File: src/hdl/bdq_pkg.sv
// bdq_pkg: shared types and constants for the bounded deque block
// operation and status codes, controller-to-datapath command and status
// no dependencies
`timescale 1ns / 1ps
`default_nettype none

package bdq_pkg;

  localparam int OP_W     = 3;
  localparam int VALUE_W  = 32;
  localparam int POS_W    = 7;
  localparam int STATUS_W = 2;
  localparam int WORD_W   = 32;
  localparam int FILL_W   = 7;
  localparam int IN_TDATA_W  = 48;
  localparam int OUT_TDATA_W = 40;

  typedef enum logic [OP_W-1:0] {
    OP_INS_FRONT = 3'd0,
    OP_INS_BACK  = 3'd1,
    OP_DEL_FRONT = 3'd2,
    OP_DEL_BACK  = 3'd3,
    OP_DEL_POS   = 3'd4,
    OP_READ      = 3'd5
  } op_t;

  typedef enum logic [STATUS_W-1:0] {
    ST_OK     = 2'd0,
    ST_EMPTY  = 2'd1,
    ST_BADPOS = 2'd2,
    ST_FULL   = 2'd3
  } status_t;

  typedef enum logic {
    S_IDLE = 1'b0,
    S_BUSY = 1'b1
  } state_t;

  // controller to datapath
  typedef struct packed {
    logic exec;   // run the accepted command and load its first result
    logic step;   // load the next read-out word
  } dp_cmd_t;

  // datapath to controller
  typedef struct packed {
    logic last;   // result in the output register is the final one
  } dp_sts_t;

endpackage

`default_nettype wire

File: src/hdl/bdq_ctrl.sv
// bdq_ctrl: handshake controller for the bounded deque
// owns the output valid and issues exec/step commands to bdq_dp
// depends on bdq_pkg
`timescale 1ns / 1ps
`default_nettype none

module bdq_ctrl
  import bdq_pkg::*;
(
  input  wire logic    clk,
  input  wire logic    rst_n,
  input  wire logic    in_tvalid,
  output logic         in_tready,
  output logic         out_tvalid,
  input  wire logic    out_tready,
  input  wire dp_sts_t sts,
  output dp_cmd_t      cmd
);

  state_t state_r, state_nxt;
  logic   in_fire, out_fire;

  assign in_fire  = in_tvalid && in_tready;
  assign out_fire = out_tvalid && out_tready;

  always_comb begin
    state_nxt = state_r;
    case (state_r)
      S_IDLE: begin
        if (in_fire) state_nxt = S_BUSY;
      end
      S_BUSY: begin
        // a final beat leaving while nothing new comes in drains the block
        if (out_fire && sts.last && !in_fire) state_nxt = S_IDLE;
      end
      default: state_nxt = S_IDLE;
    endcase
  end

  always_comb begin
    in_tready  = 1'b0;
    out_tvalid = 1'b0;
    case (state_r)
      S_IDLE: begin
        in_tready = 1'b1;
      end
      S_BUSY: begin
        out_tvalid = 1'b1;
        // the output register frees up this cycle, so the next item may load
        in_tready  = out_tready && sts.last;
      end
      default: begin
        in_tready  = 1'b0;
        out_tvalid = 1'b0;
      end
    endcase
    cmd.exec = in_tvalid && in_tready;
    cmd.step = out_tvalid && out_tready && !sts.last;
  end

  always_ff @(posedge clk) begin
    if (!rst_n) begin
      state_r <= S_IDLE;
    end else begin
      state_r <= state_nxt;
    end
  end

endmodule

`default_nettype wire

File: src/hdl/bdq_dp.sv
// bdq_dp: shifting register chain, element count and output register
// read out rotates the chain one place per beat, restoring it at the end
// depends on bdq_pkg
`timescale 1ns / 1ps
`default_nettype none

module bdq_dp
  import bdq_pkg::*;
#(
  parameter int DEPTH      = 16,
  parameter int DATA_WIDTH = 32
) (
  input  wire logic                clk,
  input  wire logic                rst_n,
  input  wire dp_cmd_t             cmd,
  input  wire logic [OP_W-1:0]     op_in,
  input  wire logic [VALUE_W-1:0]  value_in,
  input  wire logic [POS_W-1:0]    pos_in,
  output dp_sts_t                  sts,
  output logic [STATUS_W-1:0]      status_out,
  output logic [WORD_W-1:0]        word_out,
  output logic                     last_out,
  output logic [FILL_W-1:0]        fill_out
);

  localparam int CW = $clog2(DEPTH + 1);

  logic [DATA_WIDTH-1:0] ent_r [DEPTH];
  logic [DATA_WIDTH-1:0] ent_nxt [DEPTH];
  logic [CW-1:0]         cnt_r, cnt_nxt, rd_r, rd_nxt;
  status_t               status_r, status_nxt;
  logic [WORD_W-1:0]     word_r, word_nxt;
  logic                  last_r, last_nxt;

  op_t                   op;
  logic signed [63:0]    v_wide;
  logic [DATA_WIDTH-1:0] v_ext;
  logic [63:0]           head_wide;
  logic [CW-1:0]         cnt_m1;
  logic [FILL_W-1:0]     cnt_fill, pos_m1;
  logic                  full, empty, pos_ok;

  // chain controls
  logic                  shl_en, wrap_en, ins_front_en, ins_back_en;
  logic [FILL_W-1:0]     shl_from;

  assign op        = op_t'(op_in);
  assign v_wide    = 64'(signed'(value_in));
  assign v_ext     = v_wide[DATA_WIDTH-1:0];
  assign head_wide = 64'(ent_r[0]);
  assign cnt_m1    = cnt_r - CW'(1);
  assign cnt_fill  = FILL_W'(cnt_r);
  assign pos_m1    = pos_in - FILL_W'(1);
  assign full      = (cnt_r == CW'(DEPTH));
  assign empty     = (cnt_r == '0);
  assign pos_ok    = (pos_in != '0) && (pos_in <= cnt_fill);

  always_comb begin
    cnt_nxt      = cnt_r;
    rd_nxt       = rd_r;
    status_nxt   = status_r;
    word_nxt     = word_r;
    last_nxt     = last_r;
    shl_en       = 1'b0;
    wrap_en      = 1'b0;
    ins_front_en = 1'b0;
    ins_back_en  = 1'b0;
    shl_from     = '0;
    if (cmd.exec) begin
      status_nxt = ST_OK;
      word_nxt   = '0;
      last_nxt   = 1'b1;
      rd_nxt     = '0;
      case (op)
        OP_INS_FRONT: begin
          if (full) begin
            status_nxt = ST_FULL;
          end else begin
            ins_front_en = 1'b1;
            cnt_nxt      = cnt_r + CW'(1);
          end
        end
        OP_INS_BACK: begin
          if (full) begin
            status_nxt = ST_FULL;
          end else begin
            ins_back_en = 1'b1;
            cnt_nxt     = cnt_r + CW'(1);
          end
        end
        OP_DEL_FRONT: begin
          if (empty) begin
            status_nxt = ST_EMPTY;
          end else begin
            shl_en  = 1'b1;
            cnt_nxt = cnt_m1;
          end
        end
        OP_DEL_BACK: begin
          if (empty) status_nxt = ST_EMPTY;
          else       cnt_nxt    = cnt_m1;
        end
        OP_DEL_POS: begin
          if (empty) begin
            status_nxt = ST_EMPTY;
          end else if (!pos_ok) begin
            status_nxt = ST_BADPOS;
          end else begin
            shl_en   = 1'b1;
            shl_from = pos_m1;
            cnt_nxt  = cnt_m1;
          end
        end
        OP_READ: begin
          if (empty) begin
            status_nxt = ST_EMPTY;
          end else begin
            word_nxt = head_wide[WORD_W-1:0];
            last_nxt = (cnt_r == CW'(1));
            rd_nxt   = cnt_m1;
            shl_en   = 1'b1;
            wrap_en  = 1'b1;
          end
        end
        default: begin
          status_nxt = ST_OK;
        end
      endcase
    end else if (cmd.step) begin
      status_nxt = ST_OK;
      word_nxt   = head_wide[WORD_W-1:0];
      last_nxt   = (rd_r == CW'(1));
      rd_nxt     = rd_r - CW'(1);
      shl_en     = 1'b1;
      wrap_en    = 1'b1;
    end
  end

  // per-entry next value of the chain
  always_comb begin
    for (int i = 0; i < DEPTH; i++) begin
      ent_nxt[i] = ent_r[i];
    end
    if (ins_front_en) begin
      ent_nxt[0] = v_ext;
      for (int i = 1; i < DEPTH; i++) begin
        ent_nxt[i] = ent_r[i-1];
      end
    end
    if (ins_back_en) begin
      for (int i = 0; i < DEPTH; i++) begin
        if (CW'(i) == cnt_r) ent_nxt[i] = v_ext;
      end
    end
    if (shl_en) begin
      for (int i = 0; i < DEPTH - 1; i++) begin
        if (FILL_W'(i) >= shl_from) ent_nxt[i] = ent_r[i+1];
      end
    end
    // rotation: the head moves behind the last stored word
    if (wrap_en) begin
      for (int i = 0; i < DEPTH; i++) begin
        if (CW'(i) == cnt_m1) ent_nxt[i] = ent_r[0];
      end
    end
  end

  always_ff @(posedge clk) begin
    if (!rst_n) begin
      cnt_r <= '0;
      rd_r  <= '0;
    end else begin
      cnt_r <= cnt_nxt;
      rd_r  <= rd_nxt;
    end
  end

  always_ff @(posedge clk) begin
    for (int i = 0; i < DEPTH; i++) begin
      ent_r[i] <= ent_nxt[i];
    end
    status_r <= status_nxt;
    word_r   <= word_nxt;
    last_r   <= last_nxt;
  end

  assign sts.last   = last_r;
  assign status_out = status_r;
  assign word_out   = word_r;
  assign last_out   = last_r;
  assign fill_out   = cnt_fill;

`ifndef SYNTHESIS
  a_cnt_bound: assert property (@(posedge clk) disable iff (!rst_n)
    cnt_r <= CW'(DEPTH))
    else $error("element count above depth");

  a_cmd_excl: assert property (@(posedge clk) disable iff (!rst_n)
    !(cmd.exec && cmd.step))
    else $error("exec and step in the same cycle");

  a_step_not_last: assert property (@(posedge clk) disable iff (!rst_n)
    cmd.step |-> (rd_r != '0))
    else $error("read-out step with no words left");

  a_rd_vs_last: assert property (@(posedge clk) disable iff (!rst_n)
    (rd_r != '0) |-> !last_r)
    else $error("words left but final beat flagged");

  a_cnt_step: assert property (@(posedge clk) disable iff (!rst_n)
    cmd.step |=> (cnt_r == $past(cnt_r)))
    else $error("count changed during read out");
`endif

endmodule

`default_nettype wire

File: src/hdl/bounded_deque_with_positional_delete.sv
// bounded_deque_with_positional_delete: top level of the bounded deque
// wires the controller bdq_ctrl to the datapath bdq_dp
// depends on bdq_pkg, bdq_ctrl, bdq_dp
//
// usage:
//   in channel takes one command per beat: insert front/back, delete
//   front/back/at a 1-based position, or read out.
//   out channel returns results; status travels in out_tuser, the final
//   beat caused by a command carries out_tlast.
//   every command but read out gives one beat, in the cycle after it is
//   taken; with out_tready held high these commands run at one per cycle,
//   since a new command loads while the previous result leaves.
//   read out of n stored words gives n beats front first, one per cycle if
//   not stalled; the chain rotates one place per beat, so the next command
//   is taken only together with the final beat. an empty read out gives one
//   beat. the head of the chain is the only tap the output reads.
//   reset empties the list at once; no clearing pass is needed.
//   when the receiver stalls, the result beat holds and no new command is
//   taken until it leaves.
`timescale 1ns / 1ps
`default_nettype none

module bounded_deque_with_positional_delete
  import bdq_pkg::*;
#(
  parameter int DEPTH      = 16,
  parameter int DATA_WIDTH = 32
) (
  input  wire logic                   clk,
  input  wire logic                   rst_n,
  input  wire logic                   in_tvalid,
  output logic                        in_tready,
  // operation[2:0], value[34:3], position[41:35], zero[47:42]
  input  wire logic [IN_TDATA_W-1:0]  in_tdata,
  output logic                        out_tvalid,
  input  wire logic                   out_tready,
  // word[31:0], fill[38:32], zero[39]
  output logic [OUT_TDATA_W-1:0]      out_tdata,
  // status[1:0]
  output logic [STATUS_W-1:0]         out_tuser,
  output logic                        out_tlast
);

  dp_cmd_t           cmd;
  dp_sts_t           sts;
  logic [WORD_W-1:0] word;
  logic [FILL_W-1:0] fill;

  bdq_ctrl u_ctrl (
    .clk        (clk),
    .rst_n      (rst_n),
    .in_tvalid  (in_tvalid),
    .in_tready  (in_tready),
    .out_tvalid (out_tvalid),
    .out_tready (out_tready),
    .sts        (sts),
    .cmd        (cmd)
  );

  bdq_dp #(
    .DEPTH      (DEPTH),
    .DATA_WIDTH (DATA_WIDTH)
  ) u_dp (
    .clk        (clk),
    .rst_n      (rst_n),
    .cmd        (cmd),
    .op_in      (in_tdata[OP_W-1:0]),
    .value_in   (in_tdata[OP_W+VALUE_W-1:OP_W]),
    .pos_in     (in_tdata[OP_W+VALUE_W+POS_W-1:OP_W+VALUE_W]),
    .sts        (sts),
    .status_out (out_tuser),
    .word_out   (word),
    .last_out   (out_tlast),
    .fill_out   (fill)
  );

  assign out_tdata = OUT_TDATA_W'({fill, word});

endmodule

`default_nettype wire

File: config.mk
export PLATFORM = sky130hd
export DESIGN_NAME = bounded_deque_with_positional_delete
export DESIGN_NICKNAME = d
export VERILOG_FILES = /design/src/hdl/bdq_pkg.sv /design/src/hdl/bdq_ctrl.sv /design/src/hdl/bdq_dp.sv /design/src/hdl/bounded_deque_with_positional_delete.sv
export SDC_FILE = /design/constraint.sdc
export NUM_CORES = 2
export LEC_CHECK = 0
export BUFFER_PORTS_ARGS = -buffer_cell sky130_fd_sc_hd__buf_4
export CAP_MARGIN = 20
export CORE_UTILIZATION = 28
export DETAILED_ROUTE_END_ITERATION = 7
export RECOVER_POWER = 100
export SLEW_MARGIN = 30
export SYNTH_ARGS = -nofsm -noshare
export SYNTH_HDL_FRONTEND = slang
export SYNTH_SLANG_ARGS = --single-unit
File: constraint.sdc
create_clock -name clk -period 3.1 [get_ports clk]
set_input_delay 0 -clock clk [delete_from_list [all_inputs] [get_ports clk]]
set_output_delay 0 -clock clk [all_outputs]
set_load 0.05 [all_outputs]
==> flow_summary.toml <==
[placed_design]
place_congestion = 0.8521
hpwl_um = 75070
dp_slack_ps = 111.0
port_buffers = 87

[timing]
period_share_pct = 97.07
finalSetupTns_ps = 0
maxClockFrequency_mhz = 332.3
final-setup-viol-count = 0
worst-slew-pin-transition_ps = 1266
finalWorstSetupSlack_ps = 90.76
period_minus_slack_ps = 3009
slew_headroom_pct = 15.60
hold_viol = 0
clock_skew_ps = 40.32
rsz0062_at_grt = "false"
slew_viol_final = 0

[finish]
final_cell_mix = "nand2_1, a21oi_1, dfxtp_1"
area_delta_synth_final_pct = 14.29
nFillCells = 12190
multiInputGateArea_um2 = 18310
regArea_um2 = 11840
drive_gt1_share_pct = 8.918
nNetsFinal = 4451
layout_commonest_cell = "nand2_1"

[floorplan]
die_area_um2 = 119900
start_util_pct = 28.41
design.core.area_um2 = 116800
die_w_um = 346.3
die_h_um = 346.3
row_count = 125
ios = 97

[setup_path]
cp_slowest_cell = "or4b_1"
path_cells = "buf_4 -> clkbuf_2 -> or4b_1 -> o21ai_0 -> a21oi_1 -> a21oi_4 -> buf_12 -> a211o_1 -> buf_6 -> o221ai_1"
crit_family = "compound AO/OA/AOI/OAI gates"
cp-start-kind = "register"
endpoint_kind = "register"
cp_max_fo = 32
cp.arrival_ps = 3520
required_ps = 3610
path_buf_inv = 4
critPathMaxStageDelay_ps = 560
critical_path_class = "register to register"

[drt]
drc = 0
wl_um = 127200
maxUsedRoutingLayer = "met5"
via_count = 33640
wl_met1_um = 52400
vias_per_cell = 5.646
dr.pass1.iters = 6
detail-route-antenna-nets = 0
wl_met2_um = 59840
wl_per_cell_um = 21.35
initialDrtViolationCount = 3257
wl_met3_um = 9305

[yosys]
synth.avg_cell_area_um2 = 7.291
yosys_most_used_dff = "dfxtp_1"
yosysSeqAreaShare_pct = 35.67
synth_seq_cells = 558
synth_top_area_share_pct = 29.61
synthArstFlopShare_pct = 0
yosysUniqueCellTypes = 82
syn_inst = 4553
synth.top_cells.by_area = "dfxtp_1, nand2_1, o221ai_1"
yosysWarnings = 0
synth_area_um2 = 33200
yosys.area.top_type = "dfxtp_1"
synth_edf_count = 67

[cts]
clock-sinks = 558
post_cts_resize_count = 0
cts_tree = "done"
clock_latency_ps = 690
clk_pin_slew_ps = 60
root_buffer = "clkbuf_16"
clk_path_buf_depth = 3
cts_inserted_buffers = 59
htree_num_levels = 2

[status]
status = "complete, no violations"

[pwr]
peakVddDrop_mv = 0.5242
p_leak_nw = 12.70
power_density_nw_per_um2 = 795.6

[hold_path]
hp-class = "input pin to register"

[global_routing]
grt_max_degree = 103
grt_pass1_wl_um = 194400
globalRoute.totalOverflow = 0
first_global_vias = 31840
antenna_found_initial = 8
grt_usage_pct = 20.39

[job]
maxCapViolCount = 0
-- per-layer routing --
layer	up-vias	GRT usage [%]
met5	-	0
met4	4	9.533
met3	344	3.223
met2	1477	33.95
met1	16040	25.67
li1	15770	-
-- state kept, by name, indices dropped and copies added, names as in the netlist --
signal / cells
u_dp.ent_r: 512
u_dp.cnt_r: 5
u_dp.rd_r: 5
u_dp.status_out: 2
u_dp.word_out: 32
u_dp.last_out: 1
u_ctrl.state_r: 1
-- cell usage after synthesis (3+ instances only) --
library cell and instances:
o211ai_1 290, nor3_1 9, buf_2 101, nand3_1 46
edfxtp_1 67, and4_1 5, a211o_1 7, mux2i_1 66
clkbuf_1 372, inv_1 300, a221o_1 31, ha_1 17
o21a_1 3, a2bb2oi_1 32, a31oi_1 34, xnor2_1 7
buf_1 28, buf_4 14, o21ai_1 26, nand4_1 5
o21ai_0 115, nand2_1 1240, nor3b_1 3, a21oi_1 572
and2_1 7, nor2b_1 34, buf_6 3, and3_1 21
dfxtp_1 491, mux2_1 21, or3_1 6, nor2_1 86
nand2b_1 3, o221ai_1 354, a221oi_1 31, mux2_2 43
o22ai_1 3, o31ai_1 5
-- timing repair --
action	in CTS	in global routing
setup buffers	0	1
setup endpoints to repair	0	20
hold endpoints to repair	525	0
hold buffers	40	0
-- per-stage QoR --
step           instance area [um^2]  power (mW)  std cells  hold slack [ps]  util [%]
3_3_place_gp                  35900       22.64       5805            272.2     30.73
6_report                      37940       30.19       5958            179.2     32.48
3_5_place_dp                  35900       22.93       5805            279.6     30.73
4_1_cts                       38230       30.24       5953            121.3     32.72
5_1_grt                       37940       32.12       5958            214.2     32.48
2_1_floorplan                 33210       20.09       4555            146.9         -
-- worst register-to-register path: cells and delay by family, from the launching register on --
| kind | cells | cell delay (ps) |
|---|---|---|
| compound gates | 5 | 1070 |
| buf+inv | 4 | 930 |
| simple gates | 1 | 560 |
| flops | 1 | 310 |
-- worst paths after layout --
check | slack [ps] | cells past startpoint | endpoint | start
hold / removal | 180 | 6 | u_dp.cnt_r[1]$_SDFFE_PN0P_ | in_tdata[0]
hold reg to reg | 490 | 2 | u_dp.rd_r[1]$_SDFFE_PN0P_ | u_dp.rd_r[1]$_SDFFE_PN0P_
setup reg to reg | 90 | 10 | u_dp.ent_r[0][159]$_DFF_P_ | u_dp.cnt_r[2]$_SDFFE_PN0P_
setup / recovery | 90 | 10 | u_dp.ent_r[0][159]$_DFF_P_ | u_dp.cnt_r[2]$_SDFFE_PN0P_
-- cell type report --
cell class | count | area share, %
well taps | 1524 | 5.026
diodes | 5 | 0.03298
multi-input cells | 3177 | 48.25
clock buffers | 93 | 4.755
clock inverters | 15 | 0.3133
inverters | 302 | 2.988
flip-flops and latches | 558 | 31.21
repair buffers | 284 | 7.426
-- power by group --
part	internal [mW]	switching, mW	leakage (nW)
combinational	4.42	5.03	7.00
clock	3.98	3.26	0.954
sequential	10.5	3.03	4.75
-- cells by family (layout without fill, tap and decap cells) --
| family | Yosys count | in the layout | share of synthesized area [%] |
|---|---|---|---|
| and+or+nand+nor | 1489 | 1489 | 18.27 |
| xor gates and xnor gates | 9 | 9 | 0.2375 |
| DFF | 558 | 558 | 35.67 |
| adders and majority gates | 17 | 17 | 0.6407 |
| other | 1 | 8 | 0.01130 |
| AOI/OAI and AO/OA | 1529 | 1529 | 31.13 |
| muxes | 130 | 130 | 4.161 |
| buffers and inverters | 820 | 694 | 9.879 |
Power figures use the tool's default switching activity.
